[src/hdl/ros_pkg.sv]
// Shared constants, codes and types for the ranked ordered set.
package ros_pkg;

  localparam int CAPACITY_DEF  = 64;
  localparam int KEY_WIDTH_DEF = 32;

  localparam int CMD_W       = 2;
  localparam int IN_KEY_W    = 32;
  localparam int RANK_W      = 8;
  localparam int CNT_OUT_W   = 7;
  localparam int IN_TDATA_W  = 40;
  localparam int OUT_TDATA_W = 24;

  localparam logic [CMD_W-1:0] CMD_INSERT = 2'd0;
  localparam logic [CMD_W-1:0] CMD_FIND   = 2'd1;
  localparam logic [CMD_W-1:0] CMD_RANK   = 2'd2;

  localparam logic [RANK_W-1:0]    RANK_EMPTY = 8'hFF;
  localparam logic [CNT_OUT_W-1:0] SAT_MAX    = 7'd127;

  typedef enum logic {
    S_IDLE,
    S_EXEC
  } state_t;

endpackage

[src/hdl/ros_encoder.sv]
// Turns the row's less-than and equal flags into an insert position and a presence flag.
module ros_encoder
  import ros_pkg::*;
#(
  parameter int CAPACITY = CAPACITY_DEF,
  localparam int PW      = $clog2(CAPACITY + 1)
) (
  input  logic [CAPACITY-1:0] lt_vec,
  input  logic [CAPACITY-1:0] eq_vec,
  output logic [PW-1:0]       pos,
  output logic                found
);

  logic [CAPACITY-1:0] first_ge;

  always_comb begin
    pos = '0;
    for (int i = 0; i < CAPACITY; i++) begin
      if (i == 0) begin
        first_ge[i] = !lt_vec[i];
      end else begin
        first_ge[i] = !lt_vec[i] && lt_vec[i-1];
      end
      if (first_ge[i]) begin
        pos = pos | PW'(i);
      end
    end
    // every cell below the key: only when the row is full
    if (first_ge == '0) begin
      pos = PW'(CAPACITY);
    end
    found = |eq_vec;
  end

endmodule

[config.mk]
export PLATFORM = sky130hd
export DESIGN_NAME = ros_encoder
export DESIGN_NICKNAME = d
export VERILOG_FILES = /design/src/hdl/ros_pkg.sv /design/src/hdl/ros_encoder.sv
export SDC_FILE = /design/constraint.sdc
export NUM_CORES = 1
export LEC_CHECK = 0
export ABC_AREA = 1
export BUFFER_PORTS_ARGS = -buffer_cell sky130_fd_sc_hd__buf_2
export CORE_UTILIZATION = 37
export DETAILED_ROUTE_END_ITERATION = 8
export GPL_ROUTABILITY_DRIVEN = 0
export GPL_TIMING_DRIVEN = 0
export PLACE_DENSITY = 0.9
export SETUP_SLACK_MARGIN = 0.4
export SLEW_MARGIN = 15
export SYNTH_ARGS = -nofsm -noshare
export SYNTH_HDL_FRONTEND = slang
export SYNTH_SLANG_ARGS = --single-unit
[constraint.sdc]
create_clock -name vclk -period 3.45
set_clock_uncertainty 0.05 [all_clocks]
set_input_delay 0.8625 -clock vclk [all_inputs]
set_output_delay 0.8625 -clock vclk [all_outputs]
set_load 0.1 [all_outputs]
; Word level (Yosys, flattened, before mapping)
; Cells that the tools add are included.
[totals]
elab_cells = 193
reg_bits = 0
[classes]
n_reduce_logical = 129
mux = 64
[op_table]
columns = operator, n
row1 = 6-bit two-way mux, 32
row2 = 5-bit two-way mux, 16
row3 = 1-bit logical NOT, 64
row4 = 64-bit logical NOT, 1
row5 = 64-bit OR reduction, 1
row6 = 1-bit logical AND, 63
row7 = 4-bit two-way mux, 8
row8 = 3-bit two-way mux, 4
row9 = 7-bit two-way mux, 1
row10 = 2-bit two-way mux, 2
row11 = 1-bit two-way mux, 1

; Depth between registers and ports, before layout
[depth]
word_depth = 66
mapped_depth = 8
ltp_nobuf = 8

; Worst setup path before layout
; No wires, ideal clock.
[synth_path]
kind = input port to output port
from = in lt_vec[47]
to = out pos[5]
required_ns = 2.538
setup_slack_ns = 0.302
stages = 7
path_buffers = 0
arrival_ns = 2.235
path_cell_list = inv_1 -> nand2_1 -> nand2_1 -> nor2_1 -> nand2_1 -> nor2_1 -> nand4_1
[synth_between]
elab_chain_cells = 20
elab_cells_between_ends = 22
classes_between = 18 x mux / 4 x reduce/logical
[synth_rtl]
columns = element, line
row1 = "start, declared", ros_encoder.sv:8  ; input logic [CAPACITY-1:0] lt_vec,
row2 = 1-bit logical NOT, ros_encoder.sv:22  ; first_ge[i] = !lt_vec[i] && lt_vec[i-1];
row3 = 1-bit logical AND, ros_encoder.sv:22
row4 = 6-bit two-way mux (17 in a row), ros_encoder.sv:24  ; if (first_ge[i]) begin
row5 = 7-bit two-way mux *, ros_encoder.sv:29  ; if (first_ge == '0) begin
row6 = "end, declared", ros_encoder.sv:10  ; output logic [PW-1:0] pos,
; Every way passes the cells marked *; elsewhere a longest branch is shown, timed or not.

; Worst setup path in the final report
[layout_path]
from = in lt_vec[46]
to = out pos[6]
[layout_between]
elab_chain_cells = 4
elab_cells_between_ends = 5
classes_between = 1 x mux / 4 x reduce/logical
[layout_rtl]
columns = element, line
row1 = 1-bit logical NOT, ros_encoder.sv:22
row2 = 1-bit logical AND, ros_encoder.sv:22
row3 = 64-bit logical NOT *, ros_encoder.sv:29
row4 = 7-bit two-way mux *, ros_encoder.sv:29
; Marks and branches as above.

==> impl_metrics.toml <==
[outcome]
status = "complete, but fails checks"
violations = "design-rule violations"

[synth]
synth_top_family_by_area = "simple AND/OR/NAND/NOR gates"
syn_area_mm2 = 0.00112
synth_top_cell_area_share = 0.302
ys_warn_count = 0
synth_compound_area_frac = 0.0526
synth_most_common_cell = "nand2_1"
ys_seq_area_frac = 0
ys_types = 19
avgSynthCellArea_um2 = 4.29
synth_xor_area_frac = 0
muxShareOfSynthArea = 0
synth_adder_area_share = 0
synth-simple-area-share = 0.739
synth_commonest_cells = "nand2_1 (90), inv_1 (57), nor2_1 (52)"
synthCells = 261
synth_top_area_cell = "nand2_1"
synth.area.top_cells = "nand2_1 (30%), inv_1 (19%), nor2_1 (17%), nand4_1 (8.4%), nor2_2 (3.9%)"
synth_fp_nets = 389

[setup_path]
crit_required_ns = 2.54
arrival_ns = 2.01
cp_top_family = "simple AND/OR/NAND/NOR gates"
cp_cell_sequence = "buf_2 > inv_8 > nand2_2 > nand2_1 > nor2_1 > nand2_1 > nor2_1 > nand3_1 > nor2_4 > buf_4"
slowest_stage = "buf_4"
crit_type = "in2out"
cp-end-kind = "output pin"
path_max_fanout = 2
cp_num_buf_inv = 3
max_stage_delay_ns = 0.29
start_kind = "input pin"

[placement]
hpwl_mm = 3.61
postPlaceCellArea_mm2 = 0.00191
post-place-cells = 428
portBuffers = 136

[layout]
n_antenna_cell = 0
nFlopsAndLatches = 0
drive_gt1_frac = 0.436
clkbuf_count = 0
fin_nets = 527
regArea_um2 = 0
area_delta_synth_final_pct = 71.0
final_area_mm2 = 0.00191
instances_no_fill = 428

[grt]
grt_pass1_wl_mm = 6.27
grt_max_degree = 4
track_usage = 0.228
antenna_found_initial = 0
grt_overflow = 0
grt_pass1_vias = 1667

[die]
core_area_mm2 = 0.00281
row_count = 19
io_pins = 136
die_h_um = 57.0
die_width_um = 57.0
initial_utilization = 0.399
die_area_mm2 = 0.00325

[routing]
dr.pass1.iters = 6
remaining_drc_errors = 14
routed_wl_mm = 3.90
wl_per_cell_um = 9.11
drt-initial-drc-count = 61
postRouteAntennaNets = 0
viasPerCell = 4.42
vias = 1893

[job]
max-cap-violations = 0

[timing]
worst_pin_slew_ns = 0.503
hold_ws_ns = 2.32
finalHoldViolCount = 0
max_freq_ghz = 0.342
fin_crit_sh = 0.848
period_needed_ns = 2.93
setup_viol = 0
rsz0062_at_grt = "false"
maxSlewViolCount = 0
slew_headroom = 0.667
fin_setup_tns_ns = 0

[power]
powerDensity_mw_per_mm2 = 98.1
leakagePower_nw = 1.26
irDropWorstVdd_v = 0.0000533

[clock_tree]
cts_setup_buffers = 0

[worst_hold_path]
hp-class = "in2out"
[stage by stage]
stage	setup WS, ns	power, W	utilization
3_3_place_gp	0.407	0.000183	0.681
6_report	0.525	0.000188	0.682
5_1_grt	0.417	0.000212	0.682
3_5_place_dp	0.392	0.000187	0.681
4_1_cts	0.524	0.000188	0.682
2_1_floorplan	0.347	0.0000906	-
[per-layer routing]
metal  GRT usage  share of wire  up-vias
met5           0              0        -
met4      0.0383         0.0087        0
met3      0.0272          0.080        4
met2       0.397           0.46       75
met1       0.308           0.45      760
li1            -              -     1054
[placed cells by master, fill, tap and decap left out, types with 3 or more instances in the layout]
cell     instances
inv_4            4
buf_2          135
nand2_2         12
inv_1           51
o21ai_1          7
nor2_2           6
nand3_1          6
nand2_1         83
nand4_1         15
nor2_1          52
nor2_4           3
inv_2            4
[layout make-up]
class | instances | area [um2]
Fill cell | 290 | 892
Inverter | 62 | 274
Multi-Input combinational cell | 199 | 917
Tap cell | 31 | 38.8
Timing Repair Buffer | 136 | 683
[cells by family after synthesis]
logic type | Yosys count
buffers and inverters | 62
AOI/OAI and AO/OA | 11
and+or+nand+nor | 188
[final timing paths]
check / start / end / slack [ns] / depth (start not counted)
setup / recovery: lt_vec[46] / pos[6] / 0.52 / 10
hold / removal: lt_vec[53] / pos[6] / 2.32 / 7
[repair_timing]
item | CTS | global route
hold buffers | 0 | 0
setup endpoints to repair | 1 | 0
resized for setup | 1 | 0
[power by group]
group | internal, W | switching [W] | total (W)
Clock | 0 | 0 | 0
Sequential | 0 | 0 | 0
Combinational | 0.0000910 | 0.0000967 | 0.000188
Total | 0.0000910 | 0.0000967 | 0.000188
Power figures use the tool's default switching activity.
