--- src/hdl/ros_pkg.sv ---
// Shared constants, codes and types for the ranked ordered set.
package ros_pkg;

  localparam int CAPACITY_DEF  = 64;
  localparam int KEY_WIDTH_DEF = 32;

  localparam int CMD_W       = 2;
  localparam int IN_KEY_W    = 32;
  localparam int RANK_W      = 8;
  localparam int CNT_OUT_W   = 7;
  localparam int IN_TDATA_W  = 40;
  localparam int OUT_TDATA_W = 24;

  localparam logic [CMD_W-1:0] CMD_INSERT = 2'd0;
  localparam logic [CMD_W-1:0] CMD_FIND   = 2'd1;
  localparam logic [CMD_W-1:0] CMD_RANK   = 2'd2;

  localparam logic [RANK_W-1:0]    RANK_EMPTY = 8'hFF;
  localparam logic [CNT_OUT_W-1:0] SAT_MAX    = 7'd127;

  typedef enum logic {
    S_IDLE,
    S_EXEC
  } state_t;

endpackage

--- src/hdl/ros_cell.sv ---
// One cell of the sorted key row: holds a key, compares it and shifts on insert.
module ros_cell
  import ros_pkg::*;
#(
  parameter int KEY_WIDTH = KEY_WIDTH_DEF
) (
  input  logic                        clk,
  input  logic                        rst_n,
  input  logic                        cmp_en,
  input  logic                        shift_en,
  input  logic                        occupied,
  input  logic signed [KEY_WIDTH-1:0] cmp_key,
  input  logic signed [KEY_WIDTH-1:0] ins_key,
  input  logic signed [KEY_WIDTH-1:0] left_key,
  input  logic                        left_lt,
  output logic signed [KEY_WIDTH-1:0] key_out,
  output logic                        lt_out,
  output logic                        eq_out
);

  logic signed [KEY_WIDTH-1:0] key_r, key_nxt;
  logic                        lt_r, lt_nxt;
  logic                        eq_r, eq_nxt;

  always_comb begin
    lt_nxt  = lt_r;
    eq_nxt  = eq_r;
    key_nxt = key_r;
    if (cmp_en) begin
      lt_nxt = occupied && (key_r < cmp_key);
      eq_nxt = occupied && (key_r == cmp_key);
    end
    // keys below the new one stay; the next takes it, the ones above shift up
    if (shift_en && !lt_r) begin
      key_nxt = left_lt ? ins_key : left_key;
    end
  end

  always_ff @(posedge clk) begin
    if (!rst_n) begin
      lt_r <= 1'b0;
      eq_r <= 1'b0;
    end else begin
      lt_r <= lt_nxt;
      eq_r <= eq_nxt;
    end
  end

  always_ff @(posedge clk) begin
    key_r <= key_nxt;
  end

  assign key_out = key_r;
  assign lt_out  = lt_r;
  assign eq_out  = eq_r;

endmodule

--- config.mk ---
export PLATFORM = sky130hd
export DESIGN_NAME = ros_cell
export DESIGN_NICKNAME = d
export VERILOG_FILES = /design/src/hdl/ros_pkg.sv /design/src/hdl/ros_cell.sv
export SDC_FILE = /design/constraint.sdc
export NUM_CORES = 1
export LEC_CHECK = 0
export BUFFER_PORTS_ARGS = -buffer_cell sky130_fd_sc_hd__buf_2
export CAP_MARGIN = 5
export CORE_MARGIN = 10
export CORE_UTILIZATION = 47
export DETAILED_ROUTE_END_ITERATION = 12
export PLACE_DENSITY = 0.92
export SYNTH_ARGS = -nofsm -noshare
export SYNTH_HDL_FRONTEND = slang
export SYNTH_SLANG_ARGS = --single-unit
--- constraint.sdc ---
create_clock -name clk -period 4.5 [get_ports clk]
set_input_delay 0.675 -clock clk [delete_from_list [all_inputs] [get_ports clk]]
set_output_delay 0.675 -clock clk [all_outputs]
set_load 0.01 [all_outputs]
* Word level (Yosys, flattened, before mapping)
Cells that the tools add are included.
** Cells by class
- Reductions and logical operators :: 4
- Muxes and demuxes :: 1
- Equal/unequal tests :: 1
- Magnitude comparators :: 1
** Operators with widths (number)
- $eq A32 B32 Y1 :: 1
- $lt A32 B32 Y1 :: 1
- $mux W32 :: 1
- $logic_and A1 B1 Y1 :: 3
- $logic_not A1 Y1 :: 1
** Storage, ports and cells
- Output and inout port bits :: 34
- Logic and storage cells :: 10
- Bits of input ports :: 102
- Register bits :: 34

* Logic depth before layout (Yosys ltp)
Gate-level depths: netlist of the first run.
- Depth after elaboration :: 2
- Depth in mapped cells :: 8
- Depth with buffers taken out :: 8

* Least setup slack after synthesis of the first run
No wires, ideal clock.
- Kind :: input -> register
- Start point :: in shift_en
- End point :: reg key_r[0] (netlist: key_out[0]) (enable)
- Required time :: 4075 ps
- Setup slack :: 1953 ps
- Stages :: 1
- Buffers on the path :: 0
- Setup time :: 425 ps
- Data arrival time :: 2123 ps
- Cell sequence :: nor2b_1
** On the way
- Word-level cells in the longest chain between the ends :: 1
** Ends and longest elaborated chain
- start: declaration :: RTL line ros_cell.sv:10 : input logic shift_en,
- $logic_and A1 B1 Y1 :: RTL line ros_cell.sv:34 : if (shift_en && !lt_r) begin
- end signal: assignment :: RTL line ros_cell.sv:50 : key_r <= key_nxt;
- end: declaration :: RTL line ros_cell.sv:21 : logic signed [KEY_WIDTH-1:0] key_r, key_nxt;
Every way passes these cells.
A chain may end at the register's enable or synchronous reset.

* Worst setup path in the final report of the first run
- Start point :: in cmp_key[5]
- End point :: reg lt_r (netlist: lt_out)
** On the way
- Word-level cells in the longest chain between the ends :: 2
** Ends and longest elaborated chain
- start: declaration :: RTL line ros_cell.sv:12 : input logic signed [KEY_WIDTH-1:0] cmp_key,
- $lt A32 B32 Y1 :: RTL line ros_cell.sv:30 : lt_nxt = occupied && (key_r < cmp_key);
- $logic_and A1 B1 Y1 :: RTL line ros_cell.sv:30
- end signal: assignment :: RTL line ros_cell.sv:44 : lt_r <= lt_nxt;
- end: declaration :: RTL line ros_cell.sv:22 : logic lt_r, lt_nxt;
Every way passes these cells.

==> results of run 1 <==
-- cell families (layout without fill, tap and decap cells) --
| logic type | Yosys count | count (layout) | synth area share, % |
|---|---|---|---|
| AO/OA/AOI/OAI | 26 | 26 | 7.33 |
| adder cells (fa/ha/maj) | 32 | 32 | 17.9 |
| buffers and inverters | 36 | 175 | 6.04 |
| flip-flops | 34 | 34 | 44.8 |
| multiplexers | 32 | 32 | 16.1 |
| AND/OR/NAND/NOR | 35 | 35 | 7.83 |
-- cell usage in the layout, fill, tap and decap left out, types with 2 or more instances in the layout --
cell type and count:
a21oi_1 13, nor2_1 6, inv_1 32, mux2_1 15, nand4_1 7, buf_2 135, clkbuf_8 5, nor4_1 2
clkbuf_1 2, edfxtp_1 32, o21ai_1 2, dfxtp_1 2, nand3_1 5, ha_1 32, mux2_2 17, nand2_1 10
-- power by group --
part	internal, mW	switching (mW)	leakage, nW	total, mW
clock network	0.166	0.104	0.0524	0.269
logic	0.0991	0.0974	1.19	0.196
registers	0.378	0.0132	0.327	0.392
total	0.643	0.214	1.57	0.857
-- metal layers --
metal / wire [um] / up-vias / part of all wire, % / GRT usage, %
met4: 56 / 0 / 0.90 / 4.05
met3: 696 / 4 / 11 / 7.29
met5: 0 / - / 0 / 0
li1: - / 981 / - / -
met2: 3310 / 78 / 53 / 29.9
met1: 2130 / 856 / 34 / 15.6
-- registers in the layout, summed over array words and instances (netlist names) --
register  count
eq_out        1
key_out      32
lt_out        1
-- worst min-delay path by stage --
stage	cells after the start	startpoint	slack (ns)	to
finish	2	eq_out$_SDFFE_PN0P_	0.47	eq_out$_SDFFE_PN0P_
global route	2	eq_out$_SDFFE_PN0P_	0.50	eq_out$_SDFFE_PN0P_
CTS	2	eq_out$_SDFFE_PN0P_	0.48	eq_out$_SDFFE_PN0P_
detailed placement	2	eq_out$_SDFFE_PN0P_	0.47	eq_out$_SDFFE_PN0P_
global placement	2	eq_out$_SDFFE_PN0P_	0.46	eq_out$_SDFFE_PN0P_
floorplan	2	eq_out$_SDFFE_PN0P_	0.49	eq_out$_SDFFE_PN0P_
-- worst register-to-register path, delay by kind of cell (launching register included) --
family	cells	cell delay [ns]
AOI/OAI and AO/OA	4	0.88
and+or+nand+nor	2	0.56
DFF	1	0.39
adders and majority gates	1	0.30
-- through the flow --
stage / setup WS, ns / hold WS, ns / util, % / cell area (um2) / cells
detailed placement: 1.91 / 0.466 / 63.8 / 2970 / 380
global route: 2.11 / 0.500 / 66.0 / 3080 / 388
global placement: 1.95 / 0.457 / 63.8 / 2970 / 380
floorplan: 1.95 / 0.488 / - / 2240 / 195
finish: 2.20 / 0.471 / 66.0 / 3080 / 388
CTS: 2.19 / 0.476 / 66.0 / 3080 / 388
-- cell type report --
cell class,count,share of cell area (%)
Multi-Input combinational cell,125,36.0
Sequential cell,34,32.5
Timing Repair Buffer,135,22.0
Inverter,32,3.90
Clock buffer,7,2.48
Tap cell,54,2.20
Clock inverter,1,0.976
==> insert_results.sql, run 1 <==
INSERT INTO impl_metrics (metric_group, metric, value, unit) VALUES
('final_layout', 'finish.net_count', '467', ''),
('final_layout', 'syn2layout_area_growth', '37.7', '%'),
('route', 'route.final.wire_length', '6200', 'um'),
('place', 'port_buffers', '135', ''),
('clock_network', 'clkLatencyLatePin', '0.27', 'ns'),
('sta', 'setup_total_negative_slack', '0', 'ns'),
('route', 'final_antenna_net_count', '0', ''),
('power_and_ir_drop', 'power.density', '279', 'nW/um2'),
('critical_path', 'cp_num_buf_inv', '2', ''),
('clock_network', 'cts_tree', 'yes', ''),
('critical_path', 'critPathMaxStageDelay', '0.50', 'ns'),
('clock_network', 'post_cts_resize_count', '0', ''),
('clock_network', 'cts_made_buffers', '5', ''),
('clock_network', 'ctsLongestPathBuffers', '2', ''),
('synth', 'ys.warnings.count', '0', ''),
('critical_path', 'timing.critical_path.from_type', 'input port', ''),
('synth', 'synth_top_flop_cell', 'edfxtp_1', ''),
('sta', 'max_slew.worst_pin.slew', '0.898', 'ns'),
('critical_path', 'critical-path-top-delay-family', 'compound AO/OA/AOI/OAI gates', ''),
('power_and_ir_drop', 'design_power_total', '857', 'uW'),
('clock_network', 'cts_max_level', '2', ''),
('sta', 'final.period_utilization', '51.2', '%'),
('critical_path', 'timing.critical_path.cells', 'buf_2, inv_1, ha_1, a21oi_1, o21ai_0, a221o_1, o31a_1, or4b_1, nand2_1', ''),
('sta', 'timing.slew.headroom', '40.0', '%'),
('critical_path', 'critPathCaptureType', 'register', ''),
('die', 'rows', '25', ''),
('route', 'drt_pass1_iterations', '4', ''),
('clock_network', 'cts_root_buf', 'clkbuf_8', ''),
('sta', 'grt_setup_unrepaired', 'no', ''),
('synth', 'synthesis.instances', '195', ''),
('route', 'remaining_drc_errors', '0', ''),
('final_layout', 'layout.filler_cells', '360', ''),
('critical_path', 'kind_of_critical_path', 'in -> reg', ''),
('global_route', 'globalRouteTotalUtil', '16.0', '%'),
('die', 'core_area', '4660', 'um2'),
('synth', 'postSynthRegisterBits', '34', ''),
('die', 'dieArea', '7920', 'um2'),
('synth', 'postSynth.asyncResetShare', '0', '%'),
('sta', 'final.setup_skew', '0.00561', 'ns'),
('status', 'outcome', 'complete, no violations', ''),
('synth', 'ys_seq_area_share', '44.8', '%'),
('clock_network', 'postCtsSetupRepairBufs', '0', ''),
('sta', 'setup_violation_total_in_the_final_timing_report', '0', ''),
('synth', 'synth_enable_flop_cells', '32', ''),
('place', 'place_congestion', '0.757', ''),
('route', 'drt-wirelength-per-cell', '16.0', 'um'),
('global_route', 'grt_antenna_before_repair', '0', ''),
('critical_path', 'reg2regPathDepth', '7', ''),
('global_route', 'total_congestion_overflow', '0', ''),
('hold_path', 'worst_hold_path_type', 'reg -> reg', ''),
('synth', 'synth.top_cells.by_area', 'edfxtp_1 43%, ha_1 18%, mux2_2 8.6%, mux2_1 7.6%, inv_1 5.4%', ''),
('critical_path', 'ff2ff_setup_slack', '2.31', 'ns'),
('synth', 'synth_area', '2240', 'um2'),
('critical_path', 'worst-endpoint-arrival', '2.52', 'ns'),
('sta', 'slew_viol_final', '0', ''),
('synth', 'synthesis.nets', '329', ''),
('clock_network', 'cts.clk_slew.worst_paths', '0.07', 'ns'),
('global_route', 'pin_count_of_the_biggest_net_entering_global_routing', '33', ''),
('critical_path', 'setup.worst_path.start', 'cmp_key[5]', ''),
('job', 'max-cap-violations', '0', ''),
('final_layout', 'multi_input_area', '1110', 'um2'),
('synth', 'synth_cell_type_count', '30', ''),
('final_layout', 'diodes', '0', ''),
('critical_path', 'slowest_stage', 'or4b_1', ''),
('clock_network', 'cts_sinks', '34', ''),
('sta', 'period_needed', '2.30', 'ns'),
('route', 'drt_iter0_drc', '59', ''),
('critical_path', 'timing.critical_path.fanout_max', '2', ''),
('die', 'die_w', '89.0', 'um'),
('synth', 'synth_commonest_cells', '32 x edfxtp_1, 32 x ha_1, 32 x inv_1, 17 x mux2_2, 15 x mux2_1', ''),
('die', 'starting_density_of_the_core', '48.0', '%');
Note: power is estimated with default switching activity, not from simulation.
==> run 2: changes to the inputs <==
--- a/config.mk
+++ b/config.mk
@@ -5,12 +5,13 @@
 export SDC_FILE = /design/constraint.sdc
 export NUM_CORES = 1
 export LEC_CHECK = 0
+export ABC_AREA = 1
 export BUFFER_PORTS_ARGS = -buffer_cell sky130_fd_sc_hd__buf_2
 export CAP_MARGIN = 5
 export CORE_MARGIN = 10
-export CORE_UTILIZATION = 47
+export CORE_UTILIZATION = 44
 export DETAILED_ROUTE_END_ITERATION = 12
-export PLACE_DENSITY = 0.92
+export PLACE_DENSITY = 0.87
 export SYNTH_ARGS = -nofsm -noshare
 export SYNTH_HDL_FRONTEND = slang
 export SYNTH_SLANG_ARGS = --single-unit
==> constraint.sdc (replaced) <==
create_clock -name clk -period 2.3 [get_ports clk]
set_input_delay 0.345 -clock clk [delete_from_list [all_inputs] [get_ports clk]]
set_output_delay 0.345 -clock clk [all_outputs]
set_load 0.01 [all_outputs]
==> run 2 against run 1 <==
Power rose by 84%. Register-to-register slack got worse by 1.7 ns. Via count rose by 4.7%.
==> insert_results.sql, run 2 <==
INSERT INTO impl_metrics (metric_group, metric, value, unit) VALUES
('critical_path', 'critPathCaptureType', 'register', ''),
('clock_network', 'hold_buffers', '0', ''),
('synth', 'synth.top_cells.by_area', 'edfxtp_1 41%, ha_1 17%, mux2_2 10%, inv_1 7.0%, mux2_1 5.3%', ''),
('power_and_ir_drop', 'ir_worst_vdd', '0.302', 'mV'),
('clock_network', 'post_cts_resize_count', '0', ''),
('synth', 'syn_area_per_cell', '10.5', 'um2'),
('synth', 'synth_cell_type_count', '24', ''),
('synth', 'ys_seq_area_share', '43.2', '%'),
('clock_network', 'ctsLongestPathBuffers', '2', ''),
('final_layout', 'largest_register_ffs', '32', ''),
('final_layout', 'diodes', '0', ''),
('clock_network', 'cts_tree', 'yes', ''),
('hold_path', 'worst_hold_path_type', 'in -> reg', ''),
('global_route', 'grt_antenna_before_repair', '0', ''),
('sta', 'setup_total_negative_slack', '0', 'ns'),
('critical_path', 'reg2regPathDepth', '10', ''),
('global_route', 'grt_pass1_wl', '10400', 'um'),
('place', 'pre_cts_slack', '0.540', 'ns'),
('global_route', 'globalRouteTotalUtil', '15.0', '%'),
('die', 'io_pins', '136', ''),
('clock_network', 'cts.clk_slew.worst_paths', '0.05', 'ns'),
('die', 'dieArea', '8570', 'um2'),
('synth', 'synth_enable_flop_cells', '32', ''),
('critical_path', 'r2r-end', 'lt_out$_SDFFE_PN0P_', ''),
('synth', 'synth_area', '2320', 'um2'),
('final_layout', 'finish.net_count', '493', ''),
('synth', 'synth_largest_type_area_fraction', '41.4', '%'),
('final_layout', 'layout.filler_cells', '443', ''),
('route', 'remaining_drc_errors', '0', ''),
('job', 'max-cap-violations', '0', ''),
('clock_network', 'cts_max_level', '2', ''),
('critical_path', 'cpMostUsedCell', 'nand2_2', ''),
('synth', 'synth_top_flop_cell', 'edfxtp_1', ''),
('hold_path', 'hold_path_startpoint', 'rst_n', ''),
('critical_path', 'slowest_stage', 'edfxtp_1', ''),
('clock_network', 'cts_root_buf', 'clkbuf_8', ''),
('die', 'starting_density_of_the_core', '45.4', '%'),
('critical_path', 'timing.critical_path.from_type', 'register', ''),
('place', 'port_buffers', '135', ''),
('power_and_ir_drop', 'power.density', '499', 'nW/um2'),
('critical_path', 'worstReg2RegStart', 'key_out[31]$_DFFE_PP_', ''),
('die', 'core_area', '5110', 'um2'),
('sta', 'maxClockFrequency', '598', 'MHz'),
('critical_path', 'timing.critical_path.cells', 'ha_1, nand2_2, nor2_2, nand2_2, nor4_4, nand2_2, nand2_1, nand2_1, nand3_2, a21oi_2', ''),
('synth', 'synth_commonest_cells', '43 x inv_1, 32 x edfxtp_1, 32 x ha_1, 32 x nand2_1, 21 x mux2_2', ''),
('sta', 'setup_violation_total_in_the_final_timing_report', '0', ''),
('sta', 'period_needed', '1.67', 'ns'),
('sta', 'final.period_utilization', '72.7', '%'),
('sta', 'slew_viol_final', '0', ''),
('die', 'rows', '26', ''),
('hold_path', 'min_delay_path_depth', '3', ''),
('power_and_ir_drop', 'power.leakage', '1.67', 'nW'),
('clock_network', 'cts_made_buffers', '5', ''),
('synth', 'synthesis.nets', '354', ''),
('global_route', 'grt_pass1_vias', '2278', ''),
('final_layout', 'layout.cells.most_common', 'buf_2', ''),
('hold_path', 'hold-path-endpoint', 'lt_out$_SDFFE_PN0P_', ''),
('clock_network', 'cts_sinks', '34', ''),
('critical_path', 'worst-endpoint-arrival', '1.84', 'ns'),
('final_layout', 'highest_count_cells_in_the_layout_ignoring_fill_and_taps', '135 x buf_2, 43 x inv_1, 32 x nand2_1, 32 x ha_1, 32 x edfxtp_1', ''),
('final_layout', 'syn2layout_area_growth', '36.0', '%'),
('synth', 'post-synth-top-count-cell', 'inv_1', ''),
('die', 'die_w', '92.6', 'um'),
('synth', 'postSynthRegisterBits', '34', ''),
('sta', 'timing.final.hold_violations', '0', ''),
('critical_path', 'crit_required', '2.46', 'ns'),
('route', 'drt_pass1_iterations', '4', ''),
('critical_path', 'critical-path-top-delay-family', 'simple AND/OR/NAND/NOR gates', ''),
('critical_path', 'kind_of_critical_path', 'reg -> reg', ''),
('critical_path', 'cp_num_buf_inv', '0', ''),
('synth', 'synthesis.instances', '220', ''),
('place', 'place_congestion', '0.798', ''),
('critical_path', 'critPathMaxStageDelay', '0.38', 'ns'),
('route', 'final_antenna_net_count', '0', ''),
('status', 'outcome', 'complete, no violations', ''),
('die', 'die_y', '92.6', 'um'),
('global_route', 'pin_count_of_the_biggest_net_entering_global_routing', '33', ''),
('critical_path', 'timing.critical_path.fanout_max', '4', ''),
('route', 'num_vias', '2010', ''),
('critical_path', 'ff2ff_setup_slack', '0.63', 'ns'),
('clock_network', 'postCtsSetupRepairBufs', '0', ''),
('route', 'route.detailed.vias_per_inst', '4.69', ''),
('synth', 'leading_area_contributor_after_synthesis', 'edfxtp_1', ''),
('place', 'dp_hpwl', '5810', 'um'),
('route', 'route.final.wire_length', '6620', 'um'),
('critical_path', 'setup.worst_path.start', 'key_out[31]$_DFFE_PP_', ''),
('sta', 'timing.slew.headroom', '52.9', '%'),
('synth', 'postSynth.asyncResetShare', '0', '%'),
('final_layout', 'drive_above_1_share', '47.9', '%'),
('route', 'drt_iter0_drc', '50', ''),
('synth', 'ys.warnings.count', '0', ''),
('sta', 'max_slew.worst_pin.slew', '0.706', 'ns'),
('global_route', 'total_congestion_overflow', '0', ''),
('route', 'drt-wirelength-per-cell', '15.4', 'um'),
('clock_network', 'clkLatencyLatePin', '0.28', 'ns'),
('sta', 'grt_setup_unrepaired', 'no', ''),
('sta', 'timing.final.ws_setup', '0.627', 'ns'),
('sta', 'final.setup_skew', '0.0107', 'ns');
## run 2: layer usage
metal  wire, um  share of wire [%]  vias to the layer above  track usage [%]
met2       3630                 55                       71             28.2
met3        395                6.0                       16             4.60
met1       2380                 36                      896             14.8
met4        203                3.1                        0             6.68
li1           -                  -                     1027                -
met5          0                  0                        -                0
## run 2: report_power, final
| part | total [mW] | internal (mW) | switching (mW) |
|---|---|---|---|
| logic | 0.409 | 0.202 | 0.207 |
| clock network | 0.402 | 0.208 | 0.194 |
| registers | 0.763 | 0.738 | 0.0253 |
## run 2: cell type report
| class | instances | area, um2 | share of cell area, % |
|---|---|---|---|
| Multi-Input combinational cell | 139 | 1140 | 36.3 |
| Sequential cell | 34 | 1000 | 31.7 |
| Timing Repair Buffer | 136 | 683 | 21.7 |
| Inverter | 43 | 161 | 5.12 |
| Tap cell | 70 | 87.6 | 2.78 |
| Clock buffer | 7 | 76.3 | 2.42 |
## run 2: cell families after synthesis
family                   synth area share, %
multiplexers                            15.5
adder cells (fa/ha/maj)                 17.3
AND/OR/NAND/NOR                         10.6
flip-flops                              43.2
AO/OA/AOI/OAI                           5.61
buffers and inverters                   7.77
## run 2: metrics by stage
step | total power [mW] | cells | instance area [um2] | util, % | hold WS, ns
6_report | 1.57 | 429 | 3150 | 61.8 | 0.320
5_1_grt | 1.66 | 429 | 3150 | 61.8 | 0.343
4_1_cts | 1.59 | 429 | 3150 | 61.8 | 0.313
3_5_place_dp | 1.19 | 422 | 3080 | 60.3 | 0.471
3_3_place_gp | 1.17 | 422 | 3080 | 60.3 | 0.450
2_1_floorplan | 1.00 | 220 | 2320 | - | 0.485
## run 2: worst reg2reg max path: cells and delay by family, from the launching register on
family,cells,cell delay (ns)
adder cells (fa/ha/maj),1,0.37
flip-flops,1,0.38
AO/OA/AOI/OAI,1,0.04
AND/OR/NAND/NOR,8,0.77
## run 2: how the worst max path moves through the flow
stage | end | slack, ns | depth (start not counted)
6_report | lt_out$_SDFFE_PN0P_ | 0.63 | 10
5_1_grt | lt_out$_SDFFE_PN0P_ | 0.48 | 10
4_1_cts | lt_out$_SDFFE_PN0P_ | 0.60 | 10
3_5_place_dp | lt_out$_SDFFE_PN0P_ | 0.54 | 11
3_3_place_gp | lt_out$_SDFFE_PN0P_ | 0.54 | 11
2_1_floorplan | key_out[0]$_DFFE_PP_ | 0.14 | 2
